<file path="src/design/sgfl_pkg.sv">
// ----------------------------------------------------------------------------
// sgfl_pkg
// Shared constants, command codes and controller/datapath interface types
// for the scatter-gather fragment list.
// ----------------------------------------------------------------------------
package sgfl_pkg;

  localparam int TOTAL_BITS = 28;
  localparam logic [TOTAL_BITS-1:0] TOTAL_MAX = 28'hFFF_FFFF;

  localparam int CMD_BITS = 3;
  localparam logic [CMD_BITS-1:0] CMD_CLEAR   = 3'd0;
  localparam logic [CMD_BITS-1:0] CMD_APPEND  = 3'd1;
  localparam logic [CMD_BITS-1:0] CMD_INSERT  = 3'd2;
  localparam logic [CMD_BITS-1:0] CMD_EXTRACT = 3'd3;
  localparam logic [CMD_BITS-1:0] CMD_COPY    = 3'd4;
  localparam logic [CMD_BITS-1:0] CMD_REWIND  = 3'd5;

  typedef struct packed {
    logic load;
    logic clear_all;
    logic append;
    logic ins_put;
    logic idx_from_count;
    logic shift_rd;
    logic shift_wr;
    logic rewind_init;
    logic sum_rd;
    logic sum_acc;
    logic slot_rd;
    logic ext_step;
    logic cp_advance;
    logic cp_calc;
    logic cp_emit;
    logic emit;
    logic emit_ok;
    logic emit_last;
    logic emit_ext;
    logic emit_seg;
    logic emit_pad;
  } ctrl_cmd_t;

  typedef struct packed {
    logic is_clear;
    logic is_append;
    logic is_insert;
    logic is_extract;
    logic is_copy;
    logic is_rewind;
    logic frag_nonempty;
    logic full;
    logic count_zero;
    logic want_zero;
    logic slot_used;
    logic off_ge_len;
    logic idx_zero;
    logic idx_last;
    logic fin;
  } dp_status_t;

endpackage

</file>
<file path="src/design/sgfl_ram.sv">
// ----------------------------------------------------------------------------
// sgfl_ram
// Generic single-clock RAM: one write port, one read port, registered read.
// ----------------------------------------------------------------------------
module sgfl_ram #(
  parameter int WIDTH = 8,
  parameter int DEPTH = 16
) (
  input  logic                     clk,
  input  logic                     wr_en,
  input  logic [$clog2(DEPTH)-1:0] wr_addr,
  input  logic [WIDTH-1:0]         wr_data,
  input  logic [$clog2(DEPTH)-1:0] rd_addr,
  output logic [WIDTH-1:0]         rd_data
);

  logic [WIDTH-1:0] mem [DEPTH];

  always_ff @(posedge clk) begin
    if (wr_en) begin
      mem[wr_addr] <= wr_data;
    end
    rd_data <= mem[rd_addr];
  end

endmodule

</file>
<file path="src/design/sgfl_dpath.sv">
// ----------------------------------------------------------------------------
// sgfl_dpath
// Datapath: descriptor RAM, fill count, read position, running byte total,
// copy segment arithmetic and result registers.
// ----------------------------------------------------------------------------
module sgfl_dpath #(
  parameter int SLOTS        = 16,
  parameter int LENGTH_BITS  = 24,
  parameter int ADDRESS_BITS = 32
) (
  input  logic                              clk,
  input  logic                              rst,
  input  logic [sgfl_pkg::CMD_BITS-1:0]     command,
  input  logic [ADDRESS_BITS-1:0]           frag_address,
  input  logic [LENGTH_BITS-1:0]            byte_count,
  input  sgfl_pkg::ctrl_cmd_t               cmd,
  output sgfl_pkg::dp_status_t              st,
  output logic                              result_valid,
  output logic                              accepted,
  output logic [ADDRESS_BITS-1:0]           seg_address,
  output logic [LENGTH_BITS-1:0]            seg_length,
  output logic                              seg_is_pad,
  output logic [$clog2(SLOTS+1)-1:0]        entries_left,
  output logic [LENGTH_BITS-1:0]            copied_bytes,
  output logic [sgfl_pkg::TOTAL_BITS-1:0]   size_bytes,
  output logic                              last
);

  localparam int CW = $clog2(SLOTS + 1);
  localparam int IW = $clog2(SLOTS);
  localparam int EW = ADDRESS_BITS + LENGTH_BITS;
  localparam int TB = sgfl_pkg::TOTAL_BITS;
  localparam int SW = (LENGTH_BITS > TB ? LENGTH_BITS : TB) + 1;
  localparam int MW = (LENGTH_BITS > ADDRESS_BITS ? LENGTH_BITS : ADDRESS_BITS);

  function automatic logic [TB-1:0] sat_add(input logic [TB-1:0] t,
                                            input logic [LENGTH_BITS-1:0] v);
    logic [SW-1:0] s;
    s = SW'(t) + SW'(v);
    if (s > SW'(sgfl_pkg::TOTAL_MAX)) begin
      return sgfl_pkg::TOTAL_MAX;
    end
    return s[TB-1:0];
  endfunction

  function automatic logic [TB-1:0] sat_sub(input logic [TB-1:0] t,
                                            input logic [LENGTH_BITS-1:0] v);
    logic [SW-1:0] tw;
    logic [SW-1:0] vw;
    logic [SW-1:0] d;
    tw = SW'(t);
    vw = SW'(v);
    d  = tw - vw;
    if (vw >= tw) begin
      return '0;
    end
    return d[TB-1:0];
  endfunction

  logic [sgfl_pkg::CMD_BITS-1:0] cmd_code;
  logic [ADDRESS_BITS-1:0]       addr_in;
  logic [LENGTH_BITS-1:0]        len_in;
  logic [LENGTH_BITS-1:0]        want;
  logic [LENGTH_BITS-1:0]        copied;
  logic [CW-1:0]                 count;
  logic [CW-1:0]                 read_slot;
  logic [LENGTH_BITS-1:0]        offset;
  logic [TB-1:0]                 total;
  logic [TB-1:0]                 total_next;
  logic [IW-1:0]                 idx;
  logic [IW-1:0]                 rd_q;
  logic                          pend;
  logic [LENGTH_BITS-1:0]        take;
  logic [ADDRESS_BITS-1:0]       seg_addr;
  logic                          fin;

  logic                          wr_en;
  logic [IW-1:0]                 wr_addr;
  logic [EW-1:0]                 wr_data;
  logic [IW-1:0]                 rd_addr;
  logic [EW-1:0]                 rd_data;
  logic [LENGTH_BITS-1:0]        rd_len;
  logic [ADDRESS_BITS-1:0]       rd_adr;

  logic                          slot_used;
  logic                          in_table;
  logic [CW-1:0]                 rs_inc;
  logic [CW-1:0]                 cm1;
  logic [CW-1:0]                 left;
  logic [ADDRESS_BITS-1:0]       ext_a;
  logic [LENGTH_BITS-1:0]        ext_l;
  logic [LENGTH_BITS-1:0]        avail;
  logic [LENGTH_BITS-1:0]        take_calc;
  logic [MW-1:0]                 addr_sum;
  logic [LENGTH_BITS-1:0]        copied_sum;
  logic [LENGTH_BITS-1:0]        add_opd;
  logic [LENGTH_BITS-1:0]        sub_opd;
  logic [TB-1:0]                 add_res;
  logic [TB-1:0]                 sub_res;

  sgfl_ram #(
    .WIDTH (EW),
    .DEPTH (SLOTS)
  ) u_ram (
    .clk     (clk),
    .wr_en   (wr_en),
    .wr_addr (wr_addr),
    .wr_data (wr_data),
    .rd_addr (rd_addr),
    .rd_data (rd_data)
  );

  assign rd_len     = rd_data[LENGTH_BITS-1:0];
  assign rd_adr     = rd_data[EW-1:LENGTH_BITS];
  assign rd_addr    = cmd.slot_rd ? read_slot[IW-1:0] : idx;

  assign slot_used  = read_slot < count;
  assign in_table   = read_slot < CW'(SLOTS);
  assign rs_inc     = read_slot + CW'(1);
  assign cm1        = count - CW'(1);
  assign left       = (in_table && count > rs_inc) ? count - rs_inc : '0;
  assign ext_a      = slot_used ? rd_adr : '0;
  assign ext_l      = slot_used ? rd_len : '0;
  assign avail      = rd_len - offset;
  assign take_calc  = (avail < want) ? avail : want;
  assign addr_sum   = MW'(rd_adr) + MW'(offset);
  assign copied_sum = copied + take;

  assign add_opd    = cmd.sum_acc ? rd_len : len_in;
  assign sub_opd    = cmd.cp_emit ? take : ext_l;
  assign add_res    = sat_add(total, add_opd);
  assign sub_res    = sat_sub(total, sub_opd);

  always_comb begin
    total_next = total;
    priority if (cmd.clear_all || cmd.rewind_init) begin
      total_next = '0;
    end else if (cmd.append || cmd.ins_put || (cmd.sum_acc && pend)) begin
      total_next = add_res;
    end else if (cmd.ext_step || cmd.cp_emit) begin
      total_next = sub_res;
    end else begin
      total_next = total;
    end
  end

  always_comb begin
    wr_en   = 1'b0;
    wr_addr = '0;
    wr_data = {addr_in, len_in};
    priority if (cmd.append) begin
      wr_en   = 1'b1;
      wr_addr = count[IW-1:0];
    end else if (cmd.ins_put) begin
      wr_en   = 1'b1;
    end else if (cmd.shift_wr && pend) begin
      wr_en   = 1'b1;
      wr_addr = rd_q + IW'(1);
      wr_data = rd_data;
    end else begin
      wr_en   = 1'b0;
    end
  end

  always_comb begin
    st               = '0;
    st.is_clear      = cmd_code == sgfl_pkg::CMD_CLEAR;
    st.is_append     = cmd_code == sgfl_pkg::CMD_APPEND;
    st.is_insert     = cmd_code == sgfl_pkg::CMD_INSERT;
    st.is_extract    = cmd_code == sgfl_pkg::CMD_EXTRACT;
    st.is_copy       = cmd_code == sgfl_pkg::CMD_COPY;
    st.is_rewind     = cmd_code == sgfl_pkg::CMD_REWIND;
    st.frag_nonempty = (addr_in != '0) && (len_in != '0);
    st.full          = count == CW'(SLOTS);
    st.count_zero    = count == '0;
    st.want_zero     = want == '0;
    st.slot_used     = slot_used;
    st.off_ge_len    = offset >= rd_len;
    st.idx_zero      = idx == '0;
    st.idx_last      = CW'(idx) == cm1;
    st.fin           = fin;
  end

  always_ff @(posedge clk) begin
    if (rst) begin
      count        <= '0;
      read_slot    <= '0;
      offset       <= '0;
      total        <= '0;
      pend         <= 1'b0;
      result_valid <= 1'b0;
    end else begin
      result_valid <= cmd.emit;
      total        <= total_next;
      if (cmd.load) begin
        pend <= 1'b0;
      end else if (cmd.shift_rd || cmd.sum_rd) begin
        pend <= 1'b1;
      end
      if (cmd.clear_all) begin
        count <= '0;
      end else if (cmd.append || cmd.ins_put) begin
        count <= count + CW'(1);
      end
      priority if (cmd.clear_all || cmd.rewind_init) begin
        read_slot <= '0;
        offset    <= '0;
      end else if (cmd.ext_step && in_table) begin
        read_slot <= rs_inc;
        offset    <= '0;
      end else if (cmd.cp_advance || (cmd.cp_emit && !fin)) begin
        read_slot <= rs_inc;
        offset    <= '0;
      end else if (cmd.cp_emit) begin
        offset <= offset + take;
      end else begin
        read_slot <= read_slot;
        offset    <= offset;
      end
    end
  end

  always_ff @(posedge clk) begin
    if (cmd.load) begin
      cmd_code <= command;
      addr_in  <= frag_address;
      len_in   <= byte_count;
      want     <= byte_count;
      copied   <= '0;
    end
    if (cmd.idx_from_count) begin
      idx <= cm1[IW-1:0];
    end else if (cmd.rewind_init) begin
      idx <= '0;
    end else if (cmd.shift_rd) begin
      idx <= idx - IW'(1);
    end else if (cmd.sum_rd) begin
      idx <= idx + IW'(1);
    end
    if (cmd.shift_rd || cmd.sum_rd) begin
      rd_q <= idx;
    end
    if (cmd.cp_calc) begin
      take     <= take_calc;
      seg_addr <= addr_sum[ADDRESS_BITS-1:0];
      fin      <= (want <= avail);
    end
    if (cmd.cp_emit) begin
      want   <= want - take;
      copied <= copied_sum;
    end
    if (cmd.emit) begin
      accepted   <= cmd.emit_ok;
      last       <= cmd.emit_last;
      size_bytes <= total_next;
      seg_is_pad <= cmd.emit_pad;
      seg_address <= cmd.emit_ext ? ext_a : (cmd.emit_seg ? seg_addr : '0);
      seg_length  <= cmd.emit_ext ? ext_l :
                     (cmd.emit_seg ? take : (cmd.emit_pad ? want : '0));
      entries_left <= cmd.emit_ext ? left : '0;
      copied_bytes <= cmd.emit_seg ? copied_sum : (cmd.emit_pad ? copied : '0);
    end
  end

  a_count_bound: assert property (@(posedge clk) disable iff (rst)
    count <= CW'(SLOTS))
    else $error("fill count beyond table size");

  a_read_slot_bound: assert property (@(posedge clk) disable iff (rst)
    read_slot <= CW'(SLOTS))
    else $error("read slot beyond table size");

endmodule

</file>
<file path="src/design/sgfl_ctrl.sv">
// ----------------------------------------------------------------------------
// sgfl_ctrl
// Controller: decodes the held command and sequences RAM sweeps, copy
// segment steps and result strobes.
// ----------------------------------------------------------------------------
module sgfl_ctrl (
  input  logic                 clk,
  input  logic                 rst,
  input  logic                 start,
  output logic                 busy,
  input  sgfl_pkg::dp_status_t st,
  output sgfl_pkg::ctrl_cmd_t  cmd
);

  localparam logic [3:0] S_IDLE       = 4'd0;
  localparam logic [3:0] S_DISPATCH   = 4'd1;
  localparam logic [3:0] S_SHIFT      = 4'd2;
  localparam logic [3:0] S_SHIFT_LAST = 4'd3;
  localparam logic [3:0] S_INS_PUT    = 4'd4;
  localparam logic [3:0] S_SUM        = 4'd5;
  localparam logic [3:0] S_SUM_LAST   = 4'd6;
  localparam logic [3:0] S_EXT        = 4'd7;
  localparam logic [3:0] S_CP_RD      = 4'd8;
  localparam logic [3:0] S_CP_CHK     = 4'd9;
  localparam logic [3:0] S_CP_EMIT    = 4'd10;

  logic [3:0] state;
  logic [3:0] state_next;

  assign busy = state != S_IDLE;

  always_comb begin
    cmd        = '0;
    state_next = state;
    unique case (state)
      S_IDLE: begin
        if (start) begin
          cmd.load   = 1'b1;
          state_next = S_DISPATCH;
        end
      end
      S_DISPATCH: begin
        state_next    = S_IDLE;
        cmd.emit_last = 1'b1;
        cmd.emit_ok   = 1'b1;
        priority if (st.is_clear) begin
          cmd.clear_all = 1'b1;
          cmd.emit      = 1'b1;
        end else if (st.is_append) begin
          cmd.emit = 1'b1;
          if (st.frag_nonempty) begin
            if (st.full) begin
              cmd.emit_ok = 1'b0;
            end else begin
              cmd.append = 1'b1;
            end
          end
        end else if (st.is_insert) begin
          if (!st.frag_nonempty) begin
            cmd.emit = 1'b1;
          end else if (st.full) begin
            cmd.emit    = 1'b1;
            cmd.emit_ok = 1'b0;
          end else if (st.count_zero) begin
            state_next = S_INS_PUT;
          end else begin
            cmd.idx_from_count = 1'b1;
            state_next         = S_SHIFT;
          end
        end else if (st.is_extract) begin
          cmd.slot_rd = 1'b1;
          state_next  = S_EXT;
        end else if (st.is_copy) begin
          if (st.want_zero) begin
            cmd.emit = 1'b1;
          end else begin
            state_next = S_CP_RD;
          end
        end else if (st.is_rewind) begin
          cmd.rewind_init = 1'b1;
          if (st.count_zero) begin
            cmd.emit = 1'b1;
          end else begin
            state_next = S_SUM;
          end
        end else begin
          cmd.emit    = 1'b1;
          cmd.emit_ok = 1'b0;
        end
      end
      S_SHIFT: begin
        cmd.shift_rd = 1'b1;
        cmd.shift_wr = 1'b1;
        if (st.idx_zero) begin
          state_next = S_SHIFT_LAST;
        end
      end
      S_SHIFT_LAST: begin
        cmd.shift_wr = 1'b1;
        state_next   = S_INS_PUT;
      end
      S_INS_PUT: begin
        cmd.ins_put   = 1'b1;
        cmd.emit      = 1'b1;
        cmd.emit_ok   = 1'b1;
        cmd.emit_last = 1'b1;
        state_next    = S_IDLE;
      end
      S_SUM: begin
        cmd.sum_rd  = 1'b1;
        cmd.sum_acc = 1'b1;
        if (st.idx_last) begin
          state_next = S_SUM_LAST;
        end
      end
      S_SUM_LAST: begin
        cmd.sum_acc   = 1'b1;
        cmd.emit      = 1'b1;
        cmd.emit_ok   = 1'b1;
        cmd.emit_last = 1'b1;
        state_next    = S_IDLE;
      end
      S_EXT: begin
        cmd.ext_step  = 1'b1;
        cmd.emit      = 1'b1;
        cmd.emit_ok   = 1'b1;
        cmd.emit_last = 1'b1;
        cmd.emit_ext  = 1'b1;
        state_next    = S_IDLE;
      end
      S_CP_RD: begin
        if (!st.slot_used) begin
          cmd.emit      = 1'b1;
          cmd.emit_ok   = 1'b1;
          cmd.emit_last = 1'b1;
          cmd.emit_pad  = 1'b1;
          state_next    = S_IDLE;
        end else begin
          cmd.slot_rd = 1'b1;
          state_next  = S_CP_CHK;
        end
      end
      S_CP_CHK: begin
        if (st.off_ge_len) begin
          cmd.cp_advance = 1'b1;
          state_next     = S_CP_RD;
        end else begin
          cmd.cp_calc = 1'b1;
          state_next  = S_CP_EMIT;
        end
      end
      S_CP_EMIT: begin
        cmd.cp_emit   = 1'b1;
        cmd.emit      = 1'b1;
        cmd.emit_ok   = 1'b1;
        cmd.emit_seg  = 1'b1;
        cmd.emit_last = st.fin;
        state_next    = st.fin ? S_IDLE : S_CP_RD;
      end
      default: begin
        state_next = S_IDLE;
      end
    endcase
  end

  always_ff @(posedge clk) begin
    if (rst) begin
      state <= S_IDLE;
    end else begin
      state <= state_next;
    end
  end

  a_start_dispatch: assert property (@(posedge clk) disable iff (rst)
    (state == S_IDLE && start) |=> state == S_DISPATCH)
    else $error("accepted item not dispatched");

  a_last_to_idle: assert property (@(posedge clk) disable iff (rst)
    (cmd.emit && cmd.emit_last) |=> state == S_IDLE)
    else $error("final result without return to idle");

  a_shift_room: assert property (@(posedge clk) disable iff (rst)
    cmd.shift_rd |-> !st.full)
    else $error("shift started on a full table");

endmodule

</file>
<file path="src/design/scatter_gather_fragment_list.sv">
// ----------------------------------------------------------------------------
// scatter_gather_fragment_list
// Fragment descriptor table with append, insert-front, extract, copy
// (as address/length segments) and rewind commands.
// ----------------------------------------------------------------------------
// A command is taken when start is high and busy is low. Every result appears
// for exactly one cycle with result_valid high, and last marks the final
// result of a command; the receiver cannot stall. All descriptors live in
// one single-port-read RAM, so busy time follows the number of entries
// touched. Clear, append, unknown codes, an empty or refused insert, a
// zero-byte copy and a rewind of an empty list end in the dispatch step;
// extract reads the slot and emits; insert shifts the n > 0 entries up one
// slot, last first, then writes the front; rewind sums the n entries; copy
// reads each fragment, skips used-up ones, emits segments and a pad if the
// list runs out. Each result strobes the cycle after the step that makes it.
// ----------------------------------------------------------------------------
module scatter_gather_fragment_list #(
  parameter int SLOTS        = 16,
  parameter int LENGTH_BITS  = 24,
  parameter int ADDRESS_BITS = 32
) (
  input  logic                            clk,
  input  logic                            rst,
  input  logic                            start,
  output logic                            busy,
  input  logic [sgfl_pkg::CMD_BITS-1:0]   command,
  input  logic [ADDRESS_BITS-1:0]         frag_address,
  input  logic [LENGTH_BITS-1:0]          byte_count,
  output logic                            result_valid,
  output logic                            accepted,
  output logic [ADDRESS_BITS-1:0]         seg_address,
  output logic [LENGTH_BITS-1:0]          seg_length,
  output logic                            seg_is_pad,
  output logic [$clog2(SLOTS+1)-1:0]      entries_left,
  output logic [LENGTH_BITS-1:0]          copied_bytes,
  output logic [sgfl_pkg::TOTAL_BITS-1:0] size_bytes,
  output logic                            last
);

  sgfl_pkg::ctrl_cmd_t  cmd;
  sgfl_pkg::dp_status_t st;

  sgfl_ctrl u_ctrl (
    .clk   (clk),
    .rst   (rst),
    .start (start),
    .busy  (busy),
    .st    (st),
    .cmd   (cmd)
  );

  sgfl_dpath #(
    .SLOTS        (SLOTS),
    .LENGTH_BITS  (LENGTH_BITS),
    .ADDRESS_BITS (ADDRESS_BITS)
  ) u_dpath (
    .clk          (clk),
    .rst          (rst),
    .command      (command),
    .frag_address (frag_address),
    .byte_count   (byte_count),
    .cmd          (cmd),
    .st           (st),
    .result_valid (result_valid),
    .accepted     (accepted),
    .seg_address  (seg_address),
    .seg_length   (seg_length),
    .seg_is_pad   (seg_is_pad),
    .entries_left (entries_left),
    .copied_bytes (copied_bytes),
    .size_bytes   (size_bytes),
    .last         (last)
  );

endmodule

</file>
<file path="config.mk">
export PLATFORM = sky130hd
export DESIGN_NAME = scatter_gather_fragment_list
export DESIGN_NICKNAME = d
export VERILOG_FILES = /design/src/design/sgfl_pkg.sv /design/src/design/sgfl_ram.sv /design/src/design/sgfl_dpath.sv /design/src/design/sgfl_ctrl.sv /design/src/design/scatter_gather_fragment_list.sv
export SDC_FILE = /design/constraint.sdc
export NUM_CORES = 2
export LEC_CHECK = 0
export BUFFER_PORTS_ARGS = -buffer_cell sky130_fd_sc_hd__buf_4
export CORE_MARGIN = 3
export CORE_UTILIZATION = 50
export DETAILED_ROUTE_END_ITERATION = 8
export PLACE_DENSITY_LB_ADDON = 0.1
export SYNTH_ARGS = -nofsm -noshare
export SYNTH_HDL_FRONTEND = slang
export SYNTH_SLANG_ARGS = --single-unit
</file>
<file path="constraint.sdc">
create_clock -name clk -period 12 [get_ports clk]
set_input_delay 2.4 -clock clk [delete_from_list [all_inputs] [get_ports clk]]
set_output_delay 2.4 -clock clk [all_outputs]
set_load 0.01 [all_outputs]
</file>
Yosys cells after proc, flatten, opt, wreduce, memory -nomap -nowiden
Memories as Yosys holds them, arrays and structs flattened. A register that Yosys moved wholly into a read port is not among the register bits.
Index checks and enable logic that the tools add are counted.
{"block": "word_totals", "register_bits": 356, "mem_count": 1, "input_bits": 62, "ram_bits": 896, "elab_cells": 218}
{"name": "u_dpath.u_ram.mem", "words": 16, "word_bits": 56, "read_ports": 1, "rd_ports_with_merged_regs": 1, "wr": 1, "line_no": "sgfl_ram.sv:17", "source": "logic [WIDTH-1:0] mem [DEPTH];"}
{"block": "classes", "eq_ne": 20, "reduce_logical": 33, "add_sub_neg": 14, "muxes": 117, "n_lt_le_gt_ge": 8}
{"cell": "2-to-1 mux 24 bit", "n": 13}
{"cell": "2-to-1 mux 28 bit", "n": 7}
{"cell": "2-to-1 mux 56 bit", "n": 3}
{"cell": "2-to-1 mux 32 bit", "n": 3}
{"cell": "2-to-1 mux 4 bit", "n": 21}
{"cell": "2-to-1 mux 1 bit", "n": 54}
{"cell": "adder 24 bit", "n": 2}
{"cell": "subtractor 24 bit", "n": 2}
{"cell": "adder 32 x 24 -> 32 bit", "n": 1}
{"cell": "one-hot mux 4 bit (8 select lines)", "n": 1}
{"cell": "nonzero test 32 bit", "n": 1}
{"cell": "adder 28 x 24 -> 29 bit", "n": 1}
{"cell": "> comparator 29 x 28 -> 1 bit (second input constant)", "n": 1}
{"cell": "greater-or-equal comparator 24 x 28 -> 1 bit", "n": 1}
{"cell": "subtractor 28 x 24 -> 28 bit", "n": 1}
{"cell": "greater-or-equal comparator 24 bit", "n": 1}
{"cell": "less-or-equal comparator 24 bit", "n": 1}
{"cell": "logical NOT 24 bit", "n": 1}
{"cell": "less-than comparator 24 bit", "n": 1}
{"cell": "nonzero test 24 bit", "n": 1}
{"cell": "equality test 4 x 3 -> 1 bit (second input constant)", "n": 4}
{"cell": "2-to-1 mux 2 bit", "n": 7}
{"cell": "equality test 4 bit (second input constant)", "n": 3}
{"cell": "2-to-1 mux 3 bit", "n": 4}
{"cell": "32 further kinds", "n": 57}

Logic depth before layout (Yosys ltp)
{"block": "depth", "word_depth": 10, "ltp_mapped": 24, "depth_no_buf": 22}

Cells and area by module
From an unflattened synthesis, not the netlist that was laid out.
{"block": "unflattened", "hier_cells": 3975, "area_unflattened_um2": 59796.1}
{"mod": "sgfl_ram", "n_inst": 1, "seq_area_each_um2": 28026.9, "area_each_um2": 34678.3, "cells_each": 1445}
{"mod": "sgfl_dpath", "n_inst": 1, "seq_area_each_um2": 9929.5, "area_each_um2": 24511.0, "cells_each": 2435}
{"mod": "sgfl_ctrl", "n_inst": 1, "seq_area_each_um2": 80.1, "area_each_um2": 606.8, "cells_each": 95}

Worst setup path after synthesis
Ideal clock, no wire load.
{"block": "synth_timing", "path_kind": "register to register", "startpoint": "reg u_dpath.want[23]", "endpoint": "reg u_dpath.accepted, enable pin", "path_stages_with_launch": 9, "arrival_time_ns": 10.194, "slack_ns": 1.028, "path_buffers": 0, "setup_time_ns": 0.778, "path_cell_list": "edfxtp_1 -> nor4_1 -> nand4_1 -> nor3_1 -> a211oi_1 -> nor3_1 -> o21a_1 -> o21bai_1 -> a221oi_1"}
{"element": "start, declared", "line_no": "sgfl_dpath.sv:63", "source": "logic [LENGTH_BITS-1:0] want;"}
{"element": "start signal, assigned", "line_no": "sgfl_dpath.sv:228", "source": "want <= byte_count;"}
{"element": "start signal, assigned", "line_no": "sgfl_dpath.sv:249", "source": "want <= want - take;"}
{"element": "end signal, assigned", "line_no": "sgfl_dpath.sv:253", "source": "accepted <= cmd.emit_ok;"}
{"element": "end, declared", "line_no": "sgfl_dpath.sv:19", "source": "output logic accepted,"}

Worst setup path in the final report
{"block": "layout_timing", "startpoint": "reg u_dpath.count[1]", "endpoint": "reg u_dpath.size_bytes[22] (netlist name), data pin"}
{"block": "layout_between", "elab_chain_cells": 10}
{"element": "start, declared", "line_no": "sgfl_dpath.sv:65", "source": "logic [CW-1:0] count;"}
{"element": "start signal, assigned", "line_no": "sgfl_dpath.sv:203", "source": "count <= count + CW'(1);"}
{"element": "branches (longest 8 deep; another with greater-or-equal comparator 24 x 28 -> 1 bit)"}
{"element": "2-to-1 mux 28 bit *", "line_no": "sgfl_dpath.sv:138", "source": "end else if (cmd.append || cmd.ins_put || (cmd.sum_acc && pend)) begin"}
{"element": "2-to-1 mux 28 bit *", "line_no": "sgfl_dpath.sv:136", "source": "priority if (cmd.clear_all || cmd.rewind_init) begin"}
{"element": "net u_dpath.total_next[22]", "line_no": "sgfl_dpath.sv:69", "source": "logic [TB-1:0] total_next;"}
{"element": "end signal, assigned", "line_no": "sgfl_dpath.sv:255", "source": "size_bytes <= total_next;"}
{"element": "end, declared", "line_no": "sgfl_dpath.sv:25", "source": "output logic [sgfl_pkg::TOTAL_BITS-1:0] size_bytes,"}
Mark *: on every way through the listed nets, which the timed path passes.
A chain may end at the register's enable or synchronous reset.

==> qor.yml <==
run_status: "completed"
ys_warn_count: 0
cp-end-kind: "flip-flop"
r2r_end: "u_dpath.size_bytes[22]$_DFFE_PP_"
min_period_over_period_pct: 52.92
synth_seq_cells: 1308
post_cts_buffers: 0
cts_buffer_depth: 3
grt_util_met1_pct: 37.56
fill_cells: 9768
use_met2_pct: 44.70
cts_resized: 0
dp_hpwl_um: 110100
syn_area_mm2: 0.06029
fmax_mhz: 157.5
clock_latency_ps: 780
cts_tree: "done"
final_area_mm2: 0.06809
hold_path.class: "reg2reg"
synth-async-reset-ratio_pct: 0
synth_cell_type_count: 87
drive_gt1_share_pct: 11.82
finalHoldViolCount: 0
numCtsBuffers: 143
firstDrtPassIters: 6
grt.overflow.total: 0
final_cell_count_no_fill: 6439
drt-initial-drc-count: 3727
arrival_ps: 6830
wl_um: 175100
drc: 0
max-slew-margin-rel_pct: 18.80
dp.cells: 6173
grt_pass1_vias: 37340
htreeDepth: 4
whs_ps: 506.3
placedInstanceArea_mm2: 0.06334
layout_common_cells: "1,184 x edfxtp_1, 461 x mux2i_1, 374 x nand2_1, 247 x buf_4, 234 x o22ai_1"
mostFrequentLayoutCell: "edfxtp_1"
totalNegativeSetupSlack_ps: 0
gr-usage-met3_pct: 4.468
die_x_um: 353.3
viasPerCell: 6.095
num_rows: 126
ios: 180
min_to: "u_dpath.offset[20]$_SDFFE_PP0P_"
hold_buffers: 0
cap_violations: 0
ir_worst_vdd_mv: 0.1542
routabilityCongestion: 0.9575
crit_type: "reg2reg"
routedWlPerCell_um: 27.19
core_mm2: 0.1189
fin_crit_ps: 6351
rr_startpoint: "u_dpath.count[1]$_SDFFE_PP0N_"
fin_skew_ps: 37.26
power.density_mw_per_mm2: 177.2
initial_core_util_pct: 50.72
grt_use_total_pct: 27.50
antenna_found_initial: 6
postRouteAntennaNets: 0
fin_nets: 4998
ys.flop_type: "edfxtp_1"
cts-root-buf: "clkbuf_16"
antennaDiodeCount: 0
hold_start: "u_dpath.offset[20]$_SDFFE_PP0P_"
r2r_cells: 22
io_buffers: 179
syn-num-nets: 4812
yosysSeqAreaShare_pct: 63.08
power_w: 0.01206
grt_max_degree: 131
vias: 39250
die_area_mm2: 0.1248
whs_path_depth: 2
grt_pass1_wl_um: 253100
cts.clk_slew.worst_paths_ps: 60
r2r_slack_ps: 5650
worstPathRequired_ps: 12480
clock-sinks: 1308
multiInputGateArea_mm2: 0.02093
critPathMaxFanout: 25
worst_slew_pin_slew_ps: 1218
die_y_um: 353.3
rsz0062_at_grt: "false"
syn_inst: 4532
seqCellArea_mm2: 0.03804
drv_slew: 0
synth-edff-count: 1184
start_kind: "flip-flop"
syn_area_per_cell_um2: 13.30
leakagePower_nw: 25.78
grt-busiest-layer: "met2"
setup_violations: 0
syn2layout_area_growth_pct: 12.93
-- power breakdown --
part	internal, W	switching [W]	leakage [nW]	total, W
clock network	0.00255	0.00185	2.30	0.00440
registers	0.00529	0.000239	11.8	0.00553
logic	0.000821	0.00131	11.7	0.00213
-- kinds of logic (layout without fill, tap and decap cells) --
kind of cell	count (synthesis)	after routing	synth area share, %
compound gates	968	968	10.64
buf+inv	338	645	2.644
simple gates	1043	1043	8.270
xor+xnor	145	145	2.106
mux	512	512	8.616
fa+ha+maj	218	218	4.636
flops	1308	1308	63.08
-- per-stage QoR --
| step | setup slack [ps] | utilization, % |
|---|---|---|
| after floorplan | 1028 | - |
| after global placement | 5817 | 53.28 |
| after detailed placement | 5743 | 53.28 |
| after CTS | 5674 | 57.28 |
| after global routing | 5216 | 57.28 |
| final | 5649 | 57.28 |
-- worst max path at each step --
stage / endpoint / slack [ps] / from / depth (start not counted)
final: u_dpath.size_bytes[22]$_DFFE_PP_ / 5650 / u_dpath.count[1]$_SDFFE_PP0N_ / 22
after global routing: u_dpath.size_bytes[22]$_DFFE_PP_ / 5220 / u_dpath.count[1]$_SDFFE_PP0N_ / 22
after CTS: u_dpath.size_bytes[22]$_DFFE_PP_ / 5670 / u_dpath.count[1]$_SDFFE_PP0N_ / 22
after detailed placement: u_dpath.size_bytes[22]$_DFFE_PP_ / 5740 / u_dpath.count[1]$_SDFFE_PP0N_ / 22
after global placement: u_dpath.size_bytes[22]$_DFFE_PP_ / 5820 / u_dpath.count[1]$_SDFFE_PP0N_ / 22
after floorplan: u_dpath.accepted$_DFFE_PP_ / 1030 / u_dpath.want[23]$_DFFE_PP_ / 8
-- area by class of cell --
class	count	area share, %
flip-flops and latches	1308	55.86
multi-input cells	2886	30.74
clock buffers	188	5.698
well taps	1600	2.940
repair buffers	248	2.753
clock inverters	78	1.281
inverters	131	0.7222
-- per-layer routing --
metal	vias up	share of wire (%)
met1	19600	43
met3	307	6.5
met2	1482	47
li1	17860	-
met5	-	0
met4	0	3.5
-- worst max-delay path, cell delays in order (launching register included) --
cell and delay (ps):
dfxtp_1 460, inv_1 130, ha_1 280, nor2b_1 130
o21a_1 170, o21a_1 180, o21ai_2 230, nor2b_2 190
buf_4 310, nand2_1 110, o21ai_0 190, ha_1 200
inv_1 60, fa_1 450, a21o_1 180, a21o_1 230
a221oi_2 420, nor2b_1 180, o31ai_2 240, nand4b_1 670
and2_1 580, a221oi_1 390, nor3_1 80
-- synthesized netlist by cell type, types with 8 or more instances --
master	instances	area, um2
clkbuf_1	102	382.9
nor3_1	72	360.4
and3_1	32	200.2
o22ai_1	234	1464
ha_1	209	2615
or4_1	57	427.9
dfxtp_1	124	2482
nand2_1	382	1434
xnor2_1	83	727.0
a22o_1	34	297.8
or3_1	20	125.1
buf_4	15	112.6
o2111ai_1	8	70.07
mux2i_1	462	4624
o31ai_1	12	90.09
nor4_1	28	175.2
a31oi_1	23	143.9
edfxtp_1	1184	35550
a211oi_1	33	247.7
inv_1	131	491.7
o21ai_0	113	565.5
a221oi_1	29	254.0
o21bai_1	13	97.59
nor2_1	227	852.1
o211ai_1	16	120.1
xor2_1	62	543.0
nand2b_1	32	200.2
nand3b_1	11	82.58
a21o_1	101	758.2
and2_1	25	156.4
fa_1	9	180.2
buf_1	20	75.07
nor2b_1	36	225.2
buf_6	29	326.6
o21a_1	37	277.8
nand4_1	35	219.0
nand3_1	56	280.3
mux2_2	48	540.5
a21oi_1	213	1066
a32oi_1	10	87.58
buf_2	41	205.2
-- flip-flops by register name, indices dropped and copies added (netlist names), 28 cells and up --
| name | cells |
|---|---|
| u_dpath.u_ram.mem | 896 |
| u_dpath.u_ram.rd_data | 56 |
| u_dpath.addr_in | 32 |
| u_dpath.seg_addr | 32 |
| u_dpath.seg_address | 32 |
| u_dpath.size_bytes | 28 |
| u_dpath.total | 28 |
No activity file was read; power rests on OpenSTA's default activity.
